File: src/rtl/bptt_pkg.sv
// Package for the buffer pool tag table: opcodes, status codes, word types
// and the command and state types shared by the front and back parts.
// Has no dependencies; every other file of the block uses it.
package bptt_pkg;

    // Request opcodes.
    localparam logic [1:0] OP_ALLOC  = 2'd0;
    localparam logic [1:0] OP_LOOKUP = 2'd1;
    localparam logic [1:0] OP_MARK   = 2'd2;

    // Response status codes.
    localparam logic [1:0] ST_OK          = 2'd0;
    localparam logic [1:0] ST_OUT_OF_BOUND = 2'd1;
    localparam logic [1:0] ST_NOT_IN_BUF  = 2'd2;

    // Request word.
    typedef struct packed {
        logic [1:0]  opcode;
        logic [15:0] block_number;
    } req_word_t;

    // Response word.
    typedef struct packed {
        logic [1:0]  status;
        logic [4:0]  slot_index;
        logic        writeback_needed;
        logic [12:0] writeback_block;
    } rsp_word_t;

    // Classified command handed from the front to the back.
    typedef enum logic [1:0] {
        CMD_ALLOC,
        CMD_LOOKUP,
        CMD_MARK,
        CMD_REJECT
    } cmd_kind_t;

    typedef struct packed {
        cmd_kind_t   kind;
        logic [15:0] block;
    } cmd_t;

    // Back part sequencer states.
    typedef enum logic {
        BK_GATHER,
        BK_COMMIT
    } back_state_t;

endpackage

File: src/rtl/bptt_front.sv
// Front part of the buffer pool tag table: accepts request words, checks the
// block number range, classifies the opcode and queues commands for the back.
// Depends on bptt_pkg.
module bptt_front #(
    parameter int DISK_BLOCK_COUNT = 8192
) (
    input  logic                clk,
    input  logic                rst_n,
    input  logic                req_valid,
    output logic                req_ready,
    input  bptt_pkg::req_word_t req,
    output logic                cmd_valid,
    input  logic                cmd_pop,
    output bptt_pkg::cmd_t      cmd
);

    localparam int QUEUE_DEPTH = 2;

    bptt_pkg::cmd_t q_reg [QUEUE_DEPTH];
    logic           wr_ptr_reg;
    logic           wr_ptr_next;
    logic           rd_ptr_reg;
    logic           rd_ptr_next;
    logic [1:0]     count_reg;
    logic [1:0]     count_next;

    logic           req_accept;
    logic           in_bound;
    logic           keep;
    logic           push;
    bptt_pkg::cmd_t push_cmd;

    // Range check and opcode decode; the unused opcode is dropped here.
    always_comb
    begin
        in_bound       = {1'b0, req.block_number} < 17'(DISK_BLOCK_COUNT);
        push_cmd.block = req.block_number;
        push_cmd.kind  = bptt_pkg::CMD_REJECT;
        keep           = 1'b1;
        unique case (req.opcode)
            bptt_pkg::OP_ALLOC:  push_cmd.kind = bptt_pkg::CMD_ALLOC;
            bptt_pkg::OP_LOOKUP: push_cmd.kind = bptt_pkg::CMD_LOOKUP;
            bptt_pkg::OP_MARK:   push_cmd.kind = bptt_pkg::CMD_MARK;
            default:             keep = 1'b0;
        endcase
        if (!in_bound)
        begin
            push_cmd.kind = bptt_pkg::CMD_REJECT;
        end
    end

    assign req_ready  = (count_reg != 2'(QUEUE_DEPTH));
    assign req_accept = req_valid && req_ready;
    assign push       = req_accept && keep;

    // Queue pointers and fill count.
    always_comb
    begin
        wr_ptr_next = push ? ~wr_ptr_reg : wr_ptr_reg;
        rd_ptr_next = cmd_pop ? ~rd_ptr_reg : rd_ptr_reg;
        count_next  = count_reg + 2'(push) - 2'(cmd_pop);
    end

    always_ff @(posedge clk or negedge rst_n)
    begin
        if (!rst_n)
        begin
            wr_ptr_reg <= 1'b0;
            rd_ptr_reg <= 1'b0;
            count_reg  <= 2'd0;
        end
        else
        begin
            wr_ptr_reg <= wr_ptr_next;
            rd_ptr_reg <= rd_ptr_next;
            count_reg  <= count_next;
        end
    end

    // Queue storage.
    always_ff @(posedge clk)
    begin
        if (push)
        begin
            q_reg[wr_ptr_reg] <= push_cmd;
        end
    end

    assign cmd_valid = (count_reg != 2'd0);
    assign cmd       = q_reg[rd_ptr_reg];

    // The fill count never passes the queue depth.
    a_count_range: assert property (@(posedge clk) disable iff (!rst_n)
        count_reg <= 2'(QUEUE_DEPTH))
        else $error("command queue count out of range");

    // The back never pops an empty queue.
    a_no_underflow: assert property (@(posedge clk) disable iff (!rst_n)
        cmd_pop |-> count_reg != 2'd0)
        else $error("command queue popped while empty");

endmodule

File: src/rtl/bptt_back.sv
// Back part of the buffer pool tag table: holds the slot table, searches it
// through a registered two-level tree, updates it and registers the response.
// Depends on bptt_pkg.
module bptt_back #(
    parameter int SLOT_COUNT       = 32,
    parameter int DISK_BLOCK_COUNT = 8192,
    parameter int AGE_BITS         = 6
) (
    input  logic                clk,
    input  logic                rst_n,
    input  logic                cmd_valid,
    output logic                cmd_pop,
    input  bptt_pkg::cmd_t      cmd,
    output logic                rsp_valid,
    input  logic                rsp_ready,
    output bptt_pkg::rsp_word_t rsp
);

    localparam int GROUP_SIZE = 8;
    localparam int NUM_GROUPS = (SLOT_COUNT + GROUP_SIZE - 1) / GROUP_SIZE;
    localparam int SLOT_W     = $clog2(SLOT_COUNT);
    localparam int TAG_W      = $clog2(DISK_BLOCK_COUNT);
    localparam logic [AGE_BITS-1:0] AGE_MAX = '1;

    // Per-group search result.
    typedef struct packed {
        logic                hit;
        logic [SLOT_W-1:0]   hit_slot;
        logic                free;
        logic [SLOT_W-1:0]   free_slot;
        logic [AGE_BITS-1:0] best_age;
        logic [SLOT_W-1:0]   best_slot;
        logic                best_dirty;
        logic [TAG_W-1:0]    best_tag;
    } grp_t;

    // Slot table.
    logic [SLOT_COUNT-1:0] valid_reg;
    logic [SLOT_COUNT-1:0] valid_next;
    logic                  dirty_reg [SLOT_COUNT];
    logic                  dirty_next [SLOT_COUNT];
    logic [TAG_W-1:0]      tag_reg [SLOT_COUNT];
    logic [TAG_W-1:0]      tag_next [SLOT_COUNT];
    logic [AGE_BITS-1:0]   age_reg [SLOT_COUNT];
    logic [AGE_BITS-1:0]   age_next [SLOT_COUNT];
    logic [AGE_BITS-1:0]   aged [SLOT_COUNT];

    // Sequencer, current command and group results.
    bptt_pkg::back_state_t state_reg;
    bptt_pkg::back_state_t state_next;
    bptt_pkg::cmd_t        cur_reg;
    bptt_pkg::cmd_t        cur_next;
    grp_t                  grp_reg [NUM_GROUPS];
    grp_t                  grp_next [NUM_GROUPS];
    logic                  commit;

    // Response register.
    logic                  rsp_valid_reg;
    logic                  rsp_valid_next;
    bptt_pkg::rsp_word_t   rsp_reg;
    bptt_pkg::rsp_word_t   rsp_next;

    // Combined search results.
    logic                  hit_found;
    logic [SLOT_W-1:0]     hit_slot;
    logic                  free_found;
    logic [SLOT_W-1:0]     free_slot;
    logic [AGE_BITS-1:0]   best_age;
    logic [SLOT_W-1:0]     best_slot;
    logic                  best_dirty;
    logic [TAG_W-1:0]      best_tag;
    logic [SLOT_W-1:0]     alloc_slot;
    logic [TAG_W-1:0]      cur_tag;
    logic [TAG_W-1:0]      head_tag;
    logic [7:0]            slot_ext;
    logic [15:0]           wb_ext;

    assign cur_tag  = cur_reg.block[TAG_W-1:0];
    assign head_tag = cmd.block[TAG_W-1:0];

    // Ages as they stand after one allocation step.
    always_comb
    begin
        for (int i = 0; i < SLOT_COUNT; i++)
        begin
            aged[i] = (valid_reg[i] && age_reg[i] != AGE_MAX) ?
                      age_reg[i] + 1'b1 : age_reg[i];
        end
    end

    // First search level: each group finds its first hit, first free slot
    // and oldest slot for the command at the queue head.
    always_comb
    begin
        int idx;
        int first;
        for (int g = 0; g < NUM_GROUPS; g++)
        begin
            first                  = g * GROUP_SIZE;
            grp_next[g].hit        = 1'b0;
            grp_next[g].hit_slot   = '0;
            grp_next[g].free       = 1'b0;
            grp_next[g].free_slot  = '0;
            grp_next[g].best_age   = aged[first];
            grp_next[g].best_slot  = SLOT_W'(first);
            grp_next[g].best_dirty = dirty_reg[first];
            grp_next[g].best_tag   = tag_reg[first];
            // Walk down so that the lowest index is the one left standing.
            for (int j = GROUP_SIZE - 1; j >= 0; j--)
            begin
                idx = first + j;
                if (idx < SLOT_COUNT)
                begin
                    if (valid_reg[idx] && tag_reg[idx] == head_tag)
                    begin
                        grp_next[g].hit      = 1'b1;
                        grp_next[g].hit_slot = SLOT_W'(idx);
                    end
                    if (!valid_reg[idx])
                    begin
                        grp_next[g].free      = 1'b1;
                        grp_next[g].free_slot = SLOT_W'(idx);
                    end
                end
            end
            // Strictly greater keeps the lowest index on equal ages.
            for (int j = 1; j < GROUP_SIZE; j++)
            begin
                idx = first + j;
                if (idx < SLOT_COUNT && aged[idx] > grp_next[g].best_age)
                begin
                    grp_next[g].best_age   = aged[idx];
                    grp_next[g].best_slot  = SLOT_W'(idx);
                    grp_next[g].best_dirty = dirty_reg[idx];
                    grp_next[g].best_tag   = tag_reg[idx];
                end
            end
        end
    end

    // Second search level over the registered group results.
    always_comb
    begin
        hit_found  = 1'b0;
        hit_slot   = '0;
        free_found = 1'b0;
        free_slot  = '0;
        for (int g = NUM_GROUPS - 1; g >= 0; g--)
        begin
            if (grp_reg[g].hit)
            begin
                hit_found = 1'b1;
                hit_slot  = grp_reg[g].hit_slot;
            end
            if (grp_reg[g].free)
            begin
                free_found = 1'b1;
                free_slot  = grp_reg[g].free_slot;
            end
        end
        best_age   = grp_reg[0].best_age;
        best_slot  = grp_reg[0].best_slot;
        best_dirty = grp_reg[0].best_dirty;
        best_tag   = grp_reg[0].best_tag;
        for (int g = 1; g < NUM_GROUPS; g++)
        begin
            if (grp_reg[g].best_age > best_age)
            begin
                best_age   = grp_reg[g].best_age;
                best_slot  = grp_reg[g].best_slot;
                best_dirty = grp_reg[g].best_dirty;
                best_tag   = grp_reg[g].best_tag;
            end
        end
        alloc_slot = free_found ? free_slot : best_slot;
    end

    // Sequencer next state.
    always_comb
    begin
        state_next = state_reg;
        unique case (state_reg)
            bptt_pkg::BK_GATHER:
            begin
                if (cmd_valid)
                begin
                    state_next = bptt_pkg::BK_COMMIT;
                end
            end
            bptt_pkg::BK_COMMIT:
            begin
                if (!rsp_valid_reg || rsp_ready)
                begin
                    state_next = bptt_pkg::BK_GATHER;
                end
            end
            default: state_next = bptt_pkg::BK_GATHER;
        endcase
    end

    // Sequencer outputs.
    always_comb
    begin
        cmd_pop = 1'b0;
        commit  = 1'b0;
        unique case (state_reg)
            bptt_pkg::BK_GATHER: cmd_pop = cmd_valid;
            bptt_pkg::BK_COMMIT: commit  = !rsp_valid_reg || rsp_ready;
            default:
            begin
                cmd_pop = 1'b0;
                commit  = 1'b0;
            end
        endcase
    end

    // Capture the popped command.
    always_comb
    begin
        cur_next = cmd_pop ? cmd : cur_reg;
    end

    // Table update and response word for the committed command.
    always_comb
    begin
        valid_next     = valid_reg;
        rsp_valid_next = rsp_valid_reg && !rsp_ready;
        rsp_next       = rsp_reg;
        slot_ext       = 8'(alloc_slot);
        wb_ext         = 16'(best_tag);
        for (int i = 0; i < SLOT_COUNT; i++)
        begin
            dirty_next[i] = dirty_reg[i];
            tag_next[i]   = tag_reg[i];
            age_next[i]   = age_reg[i];
        end
        if (commit)
        begin
            rsp_valid_next = 1'b1;
            rsp_next       = '0;
            unique case (cur_reg.kind) inside
                bptt_pkg::CMD_ALLOC:
                begin
                    for (int i = 0; i < SLOT_COUNT; i++)
                    begin
                        age_next[i] = aged[i];
                    end
                    valid_next[alloc_slot] = 1'b1;
                    dirty_next[alloc_slot] = 1'b0;
                    tag_next[alloc_slot]   = cur_tag;
                    age_next[alloc_slot]   = '0;
                    rsp_next.status        = bptt_pkg::ST_OK;
                    rsp_next.slot_index    = slot_ext[4:0];
                    if (!free_found && best_dirty)
                    begin
                        rsp_next.writeback_needed = 1'b1;
                        rsp_next.writeback_block  = wb_ext[12:0];
                    end
                end
                bptt_pkg::CMD_LOOKUP,
                bptt_pkg::CMD_MARK:
                begin
                    slot_ext = 8'(hit_slot);
                    if (hit_found)
                    begin
                        rsp_next.status     = bptt_pkg::ST_OK;
                        rsp_next.slot_index = slot_ext[4:0];
                        if (cur_reg.kind == bptt_pkg::CMD_MARK)
                        begin
                            dirty_next[hit_slot] = 1'b1;
                        end
                    end
                    else
                    begin
                        rsp_next.status = bptt_pkg::ST_NOT_IN_BUF;
                    end
                end
                bptt_pkg::CMD_REJECT:
                begin
                    rsp_next.status = bptt_pkg::ST_OUT_OF_BOUND;
                end
                default:
                begin
                    rsp_next.status = bptt_pkg::ST_OUT_OF_BOUND;
                end
            endcase
        end
    end

    // Control registers.
    always_ff @(posedge clk or negedge rst_n)
    begin
        if (!rst_n)
        begin
            state_reg     <= bptt_pkg::BK_GATHER;
            valid_reg     <= '0;
            rsp_valid_reg <= 1'b0;
        end
        else
        begin
            state_reg     <= state_next;
            valid_reg     <= valid_next;
            rsp_valid_reg <= rsp_valid_next;
        end
    end

    // Payload registers.
    always_ff @(posedge clk)
    begin
        cur_reg <= cur_next;
        rsp_reg <= rsp_next;
        if (cmd_pop)
        begin
            for (int g = 0; g < NUM_GROUPS; g++)
            begin
                grp_reg[g] <= grp_next[g];
            end
        end
        for (int i = 0; i < SLOT_COUNT; i++)
        begin
            dirty_reg[i] <= dirty_next[i];
            tag_reg[i]   <= tag_next[i];
            age_reg[i]   <= age_next[i];
        end
    end

    assign rsp_valid = rsp_valid_reg;
    assign rsp       = rsp_reg;

    // An allocation leaves its slot valid.
    a_alloc_valid: assert property (@(posedge clk) disable iff (!rst_n)
        commit && cur_reg.kind == bptt_pkg::CMD_ALLOC |=> valid_reg[$past(alloc_slot)])
        else $error("allocated slot not valid");

    // A write-back is only reported when every slot was in use.
    a_wb_full: assert property (@(posedge clk) disable iff (!rst_n)
        commit && rsp_next.writeback_needed |-> &valid_reg)
        else $error("write-back reported with a free slot");

    // A reported hit names a valid slot holding the requested block.
    a_hit_match: assert property (@(posedge clk) disable iff (!rst_n)
        commit && hit_found && (cur_reg.kind == bptt_pkg::CMD_LOOKUP ||
            cur_reg.kind == bptt_pkg::CMD_MARK)
        |-> valid_reg[hit_slot] && tag_reg[hit_slot] == cur_tag)
        else $error("hit on a slot that does not hold the block");

endmodule

File: src/rtl/buffer_pool_tag_table.sv
// Top level of the buffer pool tag table: front classifier and queue feeding
// the back part that owns the slot table. Depends on bptt_pkg, bptt_front
// and bptt_back.
//
//   Channel   Direction  Handshake            Word
//   req       in         req_valid/req_ready  bptt_pkg::req_word_t
//   rsp       out        rsp_valid/rsp_ready  bptt_pkg::rsp_word_t
//
// The back part takes one word at a time: its gather state pops the word and
// runs the first level of the slot search into registers; its commit state
// ends the search, updates the table and loads the response register. The
// front queue holds two words, so requests are still taken while a response
// waits on rsp_ready, until the queue is full. Unused opcode words are
// accepted and give no response. Reset clears every valid bit at once.
module buffer_pool_tag_table #(
    parameter int SLOT_COUNT       = 32,
    parameter int DISK_BLOCK_COUNT = 8192,
    parameter int AGE_BITS         = 6
) (
    input  logic                clk,
    input  logic                rst_n,
    input  logic                req_valid,
    output logic                req_ready,
    input  bptt_pkg::req_word_t req,
    output logic                rsp_valid,
    input  logic                rsp_ready,
    output bptt_pkg::rsp_word_t rsp
);

    logic           cmd_valid;
    logic           cmd_pop;
    bptt_pkg::cmd_t cmd;

    // Request intake and classification.
    bptt_front #(
        .DISK_BLOCK_COUNT(DISK_BLOCK_COUNT)
    ) u_front (
        .clk       (clk),
        .rst_n     (rst_n),
        .req_valid (req_valid),
        .req_ready (req_ready),
        .req       (req),
        .cmd_valid (cmd_valid),
        .cmd_pop   (cmd_pop),
        .cmd       (cmd)
    );

    // Slot table and response.
    bptt_back #(
        .SLOT_COUNT      (SLOT_COUNT),
        .DISK_BLOCK_COUNT(DISK_BLOCK_COUNT),
        .AGE_BITS        (AGE_BITS)
    ) u_back (
        .clk       (clk),
        .rst_n     (rst_n),
        .cmd_valid (cmd_valid),
        .cmd_pop   (cmd_pop),
        .cmd       (cmd),
        .rsp_valid (rsp_valid),
        .rsp_ready (rsp_ready),
        .rsp       (rsp)
    );

endmodule

File: config.mk
export PLATFORM = sky130hd
export DESIGN_NAME = buffer_pool_tag_table
export DESIGN_NICKNAME = d
export VERILOG_FILES = /design/src/rtl/bptt_pkg.sv /design/src/rtl/bptt_front.sv /design/src/rtl/bptt_back.sv /design/src/rtl/buffer_pool_tag_table.sv
export SDC_FILE = /design/constraint.sdc
export NUM_CORES = 2
export LEC_CHECK = 0
export ABC_AREA = 1
export BUFFER_PORTS_ARGS = -buffer_cell sky130_fd_sc_hd__buf_2
export CORE_ASPECT_RATIO = 0.7
export CORE_MARGIN = 4
export CORE_UTILIZATION = 50
export CTS_CLUSTER_SIZE = 28
export DETAILED_ROUTE_END_ITERATION = 8
export GPL_TIMING_DRIVEN = 0
export PLACE_DENSITY = 0.65
export SYNTH_ARGS = -nofsm -noshare
export SYNTH_HDL_FRONTEND = slang
export SYNTH_HIERARCHICAL = 1
export SYNTH_SLANG_ARGS = --single-unit
File: constraint.sdc
create_clock -name clk -period 15.9 [get_ports clk]
set_input_delay 0 -clock clk [delete_from_list [all_inputs] [get_ports clk]]
set_output_delay 0 -clock clk [all_outputs]
set_load 0.01 [all_outputs]
## Word-level counts from Yosys, hierarchy flattened

Memories as Yosys holds them, arrays and structs flattened.
Index checks and enable logic that the tools add are counted.

| cells by class | value |
|---|---|
| add/sub/neg operators | 34 |
| $lt $le $gt $ge | 38 |
| equal/unequal tests | 69 |
| muxes and demuxes | 189 |
| bitwise logic cells | 11 |
| reduce and logical (&&, ||, !) cells | 82 |

Operators by type and width:

| operator | count |
|---|---|
| $mux W416 | 2 |
| $mux W25 | 28 |
| $mux W6 | 99 |
| $bwmux W416 | 1 |
| $eq A13 B13 Y1 | 32 |
| $mux W192 | 2 |
| $add A6 B1 Y6 const B | 32 |
| $and A192 B192 Y192 | 1 |
| $ne A6 B6 Y1 const B | 32 |
| $not A192 Y192 | 1 |
| $gt A6 B6 Y1 | 31 |
| $mux W32 | 3 |
| $logic_and A1 B1 Y1 | 71 |
| $demux W13 S5 | 1 |
| $mux W5 | 13 |
| $or A32 B32 Y32 | 2 |
| $pmux W32 S2 | 1 |
| $mux W13 | 4 |
| $and A32 B32 Y32 | 1 |
| $not A32 Y32 | 1 |
| $demux W6 S5 | 1 |
| $mux W1 | 24 |
| $lt A16 B14 Y1 const B | 1 |
| $demux W1 S5 | 3 |
| other kinds (24) | 36 |

| word-level totals | value |
|---|---|
| flip-flop bits (word level) | 74 |
| RAM bits | 824 |
| memories | 5 |

Memories:

| memory | depth | bits a word | rd ports | clocked after memory_dff | write ports | line | source |
|---|---|---|---|---|---|---|---|
| u_back.tag_reg | 32 | 13 | 32 | 0 | 32 | bptt_back.sv:42 | `logic [TAG_W-1:0] tag_reg [SLOT_COUNT];` |
| u_back.age_reg | 32 | 6 | 32 | 0 | 32 | bptt_back.sv:44 | `logic [AGE_BITS-1:0] age_reg [SLOT_COUNT];` |
| u_back.grp_reg | 4 | 37 | 4 | 0 | 4 | bptt_back.sv:53 | `grp_t grp_reg [NUM_GROUPS];` |
| u_front.q_reg | 2 | 18 | 1 | 0 | 1 | bptt_front.sv:19 | `bptt_pkg::cmd_t q_reg [QUEUE_DEPTH];` |
| u_back.dirty_reg | 32 | 1 | 32 | 0 | 32 | bptt_back.sv:40 | `logic dirty_reg [SLOT_COUNT];` |

## Longest topological paths before layout

An unclocked memory read counts as a cell.

| depth | value |
|---|---|
| depth in word-level cells | 18 |
| depth in mapped cells | 78 |

## Cells and area by module

The synthesis kept the hierarchy.

Modules (own cells, without submodules):

| module | times used | cells an instance | area each (µm²) | seq. area each (µm²) |
|---|---|---|---|---|
| bptt_back | 1 | 5,768 | 51,396.8 | 24,873.9 |
| bptt_front | 1 | 90 | 1,587.8 | 1,181.1 |

## Least setup slack after synthesis

No wires, ideal clock.

| timing | value |
|---|---|
| path kind | register to register |
| start point | reg, netlist name u_back/cur_reg[16] |
| end point | mem u_back/tag_reg[0][0] in the netlist's numbering, enable pin |
| setup time | 0.382 ns |
| data arrival time | 12.154 ns |
| path slack | 3.364 ns |
| stages on the path, launching flop included | 8 |
| path buffers | 1 |
| cells stage by stage | edfxtp_1 inv_1 ha_1 inv_1 nor2_1 clkinv_1 clkbuf_1 nor2_1 |

RTL lines:

| element | line |
|---|---|
| end: declaration | bptt_back.sv:42 |

==> results.tsv <==
metric	value	unit
status	finished, violations left	
failing checks	capacitance limit, slew limit	
Rows	99	
postcts setup bufs	0	
WL final	210	mm
fin nets	6253	
initial DRC count	8279	
initial antenna violation count	11	
Tcrit/Tclk final	87.5	%
IO buf count	44	
pin slew with the least headroom to its limit	1.73	ns
Clock Sinks	868	
number of global-route vias before repair	41618	
busiest grt layer	met1	
proportion of layout cells with a drive suffix above 1	11.5	%
area delta synth->final	12.7	%
CP max-delay cell	clkbuf_1	
max incr delay on CP	0.66	ns
Chip Width	396	um
max cap viols	22	
Setup violations, final	0	
Slew Viols, Final	206	
met3 GRT Util	17.9	%
Reg clk slew, reported paths	0.06	ns
Required @ worst endpoint	16.30	ns
fill count	9329	
min Tclk post-route	13.91	ns
unrepaired setup endpoints after global routing	false	
Hold Vio Cnt, Final	0	
maximum clock rate	71.9	MHz
Syn Nets	6039	
Slew headroom	-15.1	%
Hold Crit Class	in2reg	
DR vias/cell	6.14	
CP Class	reg2reg	
hold slack	0.0226	ns
IO Count	45	
largest net degree at the start of global routing	39	
grt met1 use	53.9	%
die area	111000	um2
TritonCTS buffer count	92	
Worst EP arrival	14.31	ns
CP endpoint kind	flop	
Vias	46480	
Reg2Reg Setup Slack	1.99	ns
Mapped Cells	5849	
CTS resizes	0	
post-DP HPWL	156	mm
hold buffer count at cts	27	
mapped cell area	52800	um2
clock skew	0.0476	ns
wire length per cell	27.8	um
Die Ht	280	um
drt drc	0	
first-pass GRT wire length	295	mm
Critical Path Most Common Cell	nand2_1	
clock buffer depth	3	
syn avg cell area	9.02	um2
effective utilization at floorplan	50.5	%
CORE AREA	104000	um2
H-tree levels	3	
clock latency on the worst-skew pair	0.72	ns
first drt pass iteration count	7	
gpl congestion	1.05	
DRT antenna net count	0	
total grt overflow	0	
Synth Warn #	6	
met2 Use GR	47.0	%
CTS root buffer	clkbuf_16	
total track usage	37.0	%
TritonCTS clock tree	done	
max reg flops	416	
Max Fanout on Critical Path	10	
crit start category	flop	
-- worst max-delay path: cells and delay by family, from the launching register on --
kind | cells | cell delay, ns
AND/OR/NAND/NOR | 29 | 4.34
buffers and inverters | 15 | 3.47
AO/OA/AOI/OAI | 15 | 2.64
adder cells (fa/ha/maj) | 8 | 2.31
flip-flops | 1 | 0.44
XOR/XNOR | 1 | 0.33
-- through the flow --
| step | setup TNS (ns) | setup WS (ns) | cell area [um2] | util (%) | std cells |
|---|---|---|---|---|---|
| 6_report | 0 | 1.99 | 59500 | 57.0 | 7569 |
| 5_1_grt | 0 | 0.738 | 59400 | 56.9 | 7557 |
| 4_1_cts | 0 | 2.29 | 59400 | 56.8 | 7551 |
| 3_5_place_dp | 0 | 2.36 | 55800 | 53.5 | 7352 |
| 3_3_place_gp | -3930.45 | -9.12 | 54800 | 52.4 | 7307 |
| 2_1_floorplan | 0 | 3.36 | 52800 | - | 5849 |
-- worst paths after layout --
check / start / end / depth (start not counted)
worst max-delay path: u_back/age_reg[1][0]$_DFFE_PP_ / u_back/grp_reg[2][12]$_DFFE_PP_ / 68
worst min-delay path: req[10] / u_front/q_reg[0][10]$_DFFE_PP_ / 2
worst max register to register: u_back/age_reg[1][0]$_DFFE_PP_ / u_back/grp_reg[2][12]$_DFFE_PP_ / 68
worst min register to register: u_back/rsp_valid$_DFF_PN0_ / u_back/rsp_valid$_DFF_PN0_ / 2
max in group asynchronous: rst_n / u_back/valid_reg[22]$_DFFE_PN0P_ / 4
min in group asynchronous: rst_n / u_front/count_reg[0]$_DFF_PN0_ / 3
-- layout make-up --
type                    count  area (um2)  area share [%]
multi-input cells        3903       22400            37.7
plain buffers             208        1280            2.15
clock inverters            58         800            1.34
clock buffers             114        2470            4.15
diodes                     14        35.0          0.0589
flip-flops and latches    868       25900            43.5
inverters                 870        3270            5.49
repair buffers            120        1580            2.66
well taps                1414        1770            2.97
-- cell usage in the layout (no fill, tap or decap), drive strengths merged, types with 31 or more instances in the layout --
| cell type | n |
|---|---|
| nand2 | 1221 |
| inv | 859 |
| edfxtp | 830 |
| nor2 | 537 |
| nand3 | 505 |
| o21ai | 443 |
| clkbuf | 249 |
| o22ai | 200 |
| ha | 168 |
| buf | 161 |
| xor2 | 157 |
| a21oi | 134 |
| xnor2 | 82 |
| nand4 | 71 |
| o211ai | 61 |
| nor4 | 51 |
| clkinv | 49 |
| o21bai | 39 |
| dfrtp | 38 |
| nor3 | 36 |
| a31oi | 34 |
| a221oi | 31 |
-- layer usage --
layer	share of wire, %	routed length [um]	vias to the layer above
li1	-	-	20446
met1	41	86300	22032
met2	37	77800	3478
met3	18	37400	512
met4	3.9	8270	12
met5	0.17	353	-
Power is left out: the tool's default activity adds up to more than one toggle a clock period on the data nets, which glitch-free logic cannot reach.
